**src/rtl/huffq_pkg.sv**
```systemverilog
// Shared types, codes and node ordering function for the Huffman merge queue.
`timescale 1ns / 1ps
`default_nettype none
package huffq_pkg;

  localparam int WEIGHT_W = 32;
  localparam int ID_W     = 9;
  localparam int SYM_W    = 8;
  localparam int STATUS_W = 3;

  typedef struct packed {
    logic [WEIGHT_W-1:0] weight;
    logic [ID_W-1:0]     id;
  } node_t;

  typedef struct packed {
    logic  ins_en;
    logic  drop_en;
    node_t new_node;
  } cell_ctl_t;

  typedef enum logic [STATUS_W-1:0] {
    STATUS_INSERTED  = 3'd0,
    STATUS_MERGED    = 3'd1,
    STATUS_ROOT      = 3'd2,
    STATUS_FULL      = 3'd3,
    STATUS_EMPTY     = 3'd4,
    STATUS_SATURATED = 3'd5
  } status_t;

  typedef enum logic {
    OP_INSERT = 1'b0,
    OP_MERGE  = 1'b1
  } op_t;

  typedef enum logic {
    ST_IDLE,
    ST_MERGE
  } fsm_t;

  localparam logic [ID_W-1:0] ID_FIRST_INTERNAL = 9'd256;

  function automatic logic goes_before(input node_t a, input node_t e);
    logic r;
    if (a.weight < e.weight) begin
      r = 1'b1;
    end else if (a.weight > e.weight) begin
      r = 1'b0;
    end else if (e.id[ID_W-1]) begin
      r = 1'b0;
    end else if (a.id[ID_W-1]) begin
      r = 1'b1;
    end else begin
      r = (a.id < e.id);
    end
    return r;
  endfunction

endpackage
`default_nettype wire

```
**src/rtl/huffq_cell.sv**
```systemverilog
// One cell of the sorted queue: holds a node, shifts right on insert, left by two on drop.
`timescale 1ns / 1ps
`default_nettype none
module huffq_cell
  import huffq_pkg::*;
(
  input  wire logic      clk,
  input  wire cell_ctl_t ctl,
  input  wire logic      occupied,
  input  wire logic      left_ins,
  input  wire node_t     left_node,
  input  wire node_t     far_node,
  output node_t          node,
  output logic           ins
);

  assign ins = !occupied || goes_before(ctl.new_node, node);

  always_ff @(posedge clk) begin
    if (ctl.drop_en) begin
      node <= far_node;
    end else if (ctl.ins_en) begin
      if (left_ins) begin
        node <= left_node;
      end else if (ins) begin
        node <= ctl.new_node;
      end
    end
  end

endmodule
`default_nettype wire

```
**config.mk**
```make
export PLATFORM = sky130hd
export DESIGN_NAME = huffq_cell
export DESIGN_NICKNAME = d
export VERILOG_FILES = /design/src/rtl/huffq_pkg.sv /design/src/rtl/huffq_cell.sv
export SDC_FILE = /design/constraint.sdc
export NUM_CORES = 1
export LEC_CHECK = 0
export BUFFER_PORTS_ARGS = -buffer_cell sky130_fd_sc_hd__buf_4
export CAP_MARGIN = 15
export CELL_PAD_IN_SITES_DETAIL_PLACEMENT = 0
export CELL_PAD_IN_SITES_GLOBAL_PLACEMENT = 1
export CORE_MARGIN = 1.5
export CORE_UTILIZATION = 29
export DETAILED_ROUTE_END_ITERATION = 8
export GPL_TIMING_DRIVEN = 1
export PLACE_DENSITY_LB_ADDON = 0.08
export RECOVER_POWER = 50
export SLEW_MARGIN = 20
export SYNTH_ARGS = -nofsm -noshare
export SYNTH_HDL_FRONTEND = slang
export SYNTH_SLANG_ARGS = --single-unit
```
**constraint.sdc**
```tcl
create_clock -name clk -period 3.65 [get_ports clk]
set_clock_uncertainty 0.1 [all_clocks]
set_input_delay 0.5475 -clock clk [delete_from_list [all_inputs] [get_ports clk]]
set_output_delay 0.5475 -clock clk [all_outputs]
set_load 0.02 [all_outputs]
```
-- Yosys cells after proc, flatten, opt, wreduce, memory -nomap -nowiden
Cells that the tools add are included.
- bits in registers: 41
- input bits: 128
- output and inout bits: 42
- $lt $le $gt $ge: 3
- muxes and demuxes: 8
- reduce and logical (&&, ||, !) cells: 5
- operators by type and width (cell ; number):
    $mux 41 ; 4
    $gt 32x32->1 ; 1
    $lt 32x32->1 ; 1
    $lt 9x9->1 ; 1
    $mux 1 ; 4
    $reduce_bool 3->1 ; 1
    $reduce_and 2->1 ; 1
    $reduce_bool 2->1 ; 1
    $logic_not 1->1 ; 1
    $logic_or 1x1->1 ; 1

-- Depth between registers and ports, before layout
- word-level depth: 10
- mapped depth: 8
- mapped depth without buffers: 8

-- Least setup slack after synthesis
Ideal clock, no wire load.
- path type: input port to flip-flop
- start: input ctl[23] (netlist name)
- end: register node[0] (netlist name), enable pin
- data arrival time: 3115 ps
- path slack: 30 ps
- cell stages on the path: 7
- cell sequence: ha_1 > a21oi_2 > nand2_1 > a221o_1 > a211o_1 > a2111oi_2 > o32a_1
- cells in the longest elaborated chain, start to end: 6
- elaborated cells on any way between the ends: 7
- classes of those cells: order compare: 2; mux: 2; reduce/logical: 3
- RTL lines (element ; line ; text):
    start: declaration ; huffq_cell.sv:8 ; input wire cell_ctl_t ctl,
    $gt 32x32->1 ; huffq_pkg.sv:47 ; end else if (a.weight > e.weight) begin
    $mux 1 ; huffq_pkg.sv:47 ;
    $mux 1 (*) ; huffq_pkg.sv:45 ; if (a.weight < e.weight) begin
    $logic_or 1x1->1 (*) ; huffq_cell.sv:17 ; assign ins = !occupied || goes_before(ctl.new_node, node);
    $reduce_bool 3->1 (no source line) (*) ; -- ;
    $reduce_and 2->1 (no source line) (*) ; -- ;
    end signal: assignment ; huffq_cell.sv:21 ; node <= far_node;
    end signal: assignment ; huffq_cell.sv:24 ; node <= left_node;
    end signal: assignment ; huffq_cell.sv:26 ; node <= ctl.new_node;
    end: declaration ; huffq_cell.sv:13 ; output node_t node,
Mark *: on every way between the ends. The rest lies on a longest branch, timed or not.
A chain may end at the register's enable or synchronous reset.

-- Final worst setup path
- start: register node[16] (netlist name)
- end: output ins
- cells in the longest elaborated chain, start to end: 4
- elaborated cells on any way between the ends: 5
- classes of those cells: order compare: 2; mux: 2; reduce/logical: 1
- RTL lines (element ; line ; text):
    $gt 32x32->1 ; huffq_pkg.sv:47 ;
    $mux 1 ; huffq_pkg.sv:47 ;
    $mux 1 (*) ; huffq_pkg.sv:45 ;
    $logic_or 1x1->1 (*) ; huffq_cell.sv:17 ;
    end: declaration ; huffq_cell.sv:14 ; output logic ins
Marked as above.

==> summary.md <==
| Metric | Value |
|---|---|
| Worst path max stage delay | approximately 0.39 ns |
| DR vias | ~2.9k |
| Vias in the first global route | about 2.8k |
| Final setup viols | 0 |
| # hold bufs at CTS | 0 |
| Met3 usage | 5.641% |
| Busiest layer in global routing | met2 |
| Layout area overhead | 43.16% |
| MaxCap Viol Count | 1 |
| Syn_area_per_cell | 9.507 um2 |
| GRT Residual Overflow | 0 |
| Synth Cell Area | 3099 um2 |
| Final standard cell area without fillers | approximately 4400 um2 |
| Worst Path Required | 3.00 ns |
| Syn_nets | 494 |
| HP Class | primary input to flop |
| Max reg flops | 41 |
| Simple-gate share of the synthesized area | about 10% |
| M1 GR Usage | 18.39% |
| RePlAce Congestion | 0.7061 |
| Mux cell area share after synthesis | 13.24% |
| Hold path start | far_node[0] |
| Crit path from | node[16] |
| Slowest stage cell, crit path | edfxtp_1 |
| WL per Instance | 13.84 um |
| Slew Viols, Final | 29 |
| Post-layout min period | 3.160 ns |
| Clk buf depth | 2 |
| Slew headroom | -40.22% |
| Met2 Resource Use GR | 25.90% |
| Worst Path Max Fanout | 2 |
| Area share of fa/ha/maj cells after synthesis | 16.15% |
| Total power | 0.001374 W |
| Largest area contributor in the synthesized netlist | edfxtp_1 |
| Core box area | roughly 10000 um2 |
| Failing checks | max-capacitance violations, max-slew violations |
| Clock Latency Late Sink | 0.29 ns |
| Worst Max-Slew Pin Slew | 2.103 ns |
| Number of distinct library cells after synthesis | 32 |
| Die Ht | 106.4 um |
| Top Ports | 170 |
| Dpl hpwl | 7.036 mm |
| Rows | 37 |
| Initial core utilization | 30.02% |
| Post-synth top area share | between 30% and 40% |
| P_leak | approximately 2.2 nW |
| Sw frac | between 30% and 40% |
| Int Pwr | 0.0009281 W |
| Setup_tns | 0 ns |
| Cells after Synth | 326 |
| Reg clk slew, reported paths | 0.09 ns |
| Worst vdd ir | 0.1614 mV |
| Setup repair after global routing missed its margin | false |
| Layout cells sized above 1 | 29.21% |
| Worst hold margin | about 0.43 ns |
| XOR/XNOR share of the synthesized area | 0% |
| CP endpoint kind | output pin |
| Post-synthesis sequential area ratio | 39.73% |
| Sw power | around 0.00045 W |
| Setup crit start kind | flop |
| Area after DPL | about 4500 um2 |
| Port buffer count | 169 |
| Largest registers | node x41 |
| Reg-to-Reg Start | node[16] |
| Clk sinks | slightly above 40 |
| Post-CTS setup buffer count | 0 |
| Critical setup path kind | flop to output pin |
| Die X-Extent | 106.4 um |
| WP buf/inv | 2 |
| CP cell instances | inv_1 -> ha_1 -> a21oi_1 -> o21ai_0 -> a221o_1 -> a211o_1 -> a2111oi_2 -> or2_1 -> buf_4 |
| Seq pwr share | 44.1% |
| First drt pass iteration count | 6 |
| Largest net degree at the start of global routing | 63 |
| Antenna violations before repair | 0 |
| Final net count | 660 |
| Clk pwr share | 21.3% |
| Num CTS Buffers | 5 |
| Fmax | 316.4 MHz |
| YS warnings | 0 |
| Biggest register | node |
| # H-tree levels | 2 |
| Routed vias/inst | 4.552 |
| FF+latch count, synth | 41 |
| DRT Wirelength | slightly below 9 mm |
| Die area | 11320 um2 |
| CTS tree | yes |
| Worst EP arrival | around 2.5 ns |
| PwrDens | 309.6 nW/um2 |
| Tcrit/Tclk final | just under 90% |
| Outcome | finished, violations left |
| CTS root buf | clkbuf_8 |
| ANT cells | 0 |
| Crit path max-delay family | compound AO/OA/AOI/OAI gates |
| DR iter-0 viols | 120 |
| Combinational Power Share | between 30% and 40% |
| Final hold viol count | 0 |
| Compound-cell area share of the yosys netlist | roughly 14% |
| Post-cts resize count | 0 |
| Antenna-violating nets left | 0 |
| Global-route wire length before repair | 13.52 mm |
| Synth area leaders | edfxtp_1, ha_1, mux2i_1 |
| Main combinational cell family by area after synthesis | adder cells |
| Total Routing Usage GR | 15.25% |
| DR DRC count | 0 |
power by group through the flow:
stage          Sequential (W)  Clock (W)  Combinational, W
4_1_cts              0.000608   0.000310          0.000523
3_3_place_gp         0.000617          0          0.000517
3_5_place_dp         0.000619          0          0.000521
5_1_grt              0.000613   0.000325          0.000535
6_report             0.000606   0.000293          0.000474
2_1_floorplan        0.000680          0          0.000204
worst min-delay path, delay by kind of cell:
family / cells / cell delay, ns
buffers and inverters: 1 / 0.08
AND/OR/NAND/NOR: 1 / 0.04
AO/OA/AOI/OAI: 1 / 0.05
cells by family (layout without fill, tap and decap cells):
logic type | after synthesis | count (layout)
fa+ha+maj | 40 | 40
mux | 41 | 41
simple gates | 71 | 71
buf+inv | 57 | 224
compound gates | 76 | 76
flops | 41 | 41
synthesized netlist by cell type:
cell and number:
a2111oi_2 1, a211o_1 1, a211oi_1 2, a21o_1 1, a21oi_1 16, a21oi_2 1
a221o_1 1, a41oi_1 1, buf_2 4, clkbuf_1 10, edfxtp_1 41, ha_1 40
inv_1 43, mux2i_1 41, nand2_1 52, nand2b_1 1, nand3_1 3, nand4_1 5
nor2_1 2, nor2b_1 1, nor3_1 1, nor3b_1 1, nor4_1 1, nor4_2 1
o2111ai_1 1, o21ai_0 47, o21ai_1 2, o21ai_2 1, o32a_1 1, or2_1 1
or2_2 1, or3_1 1
per-layer routing:
metal	share of wire (%)	routed length (um)
met5	0	0
met4	0.51	44
met3	8.8	767
met2	47	4052
met1	44	3841
area by class of cell:
type                    count  area [um2]
repair buffers            173        1141
clock inverters             2       10.01
inverters                  43       161.4
clock buffers               6       72.57
multi-input cells         228        1650
well taps                 136       170.2
fillers                  1095        5887
flip-flops and latches     41        1231
final timing paths:
kind,to,slack (ns),depth (start not counted)
max reg2reg,node[10],0.74,9
max,ins,0.49,9
min reg2reg,node[29],1.33,5
min,node[0],0.43,3
through the flow:
stage	setup slack, ns	utilization (%)	instances
after global placement	0.4655	43.70	621
after CTS	0.4312	44.50	629
final	0.4896	42.98	629
after detailed placement	0.4106	43.70	621
after floorplan	0.02990	-	326
after global routing	0.2706	42.98	629
layout by cell type (no fill, tap or decap), types with 16 or more instances in the layout:
| cell type | instances |
|---|---|
| a21oi_1 | 16 |
| buf_4 | 131 |
| clkbuf_1 | 43 |
| edfxtp_1 | 41 |
| ha_1 | 40 |
| inv_1 | 43 |
| mux2i_1 | 41 |
| nand2_1 | 52 |
| o21ai_0 | 47 |
Note: power is estimated with default switching activity, not from simulation.
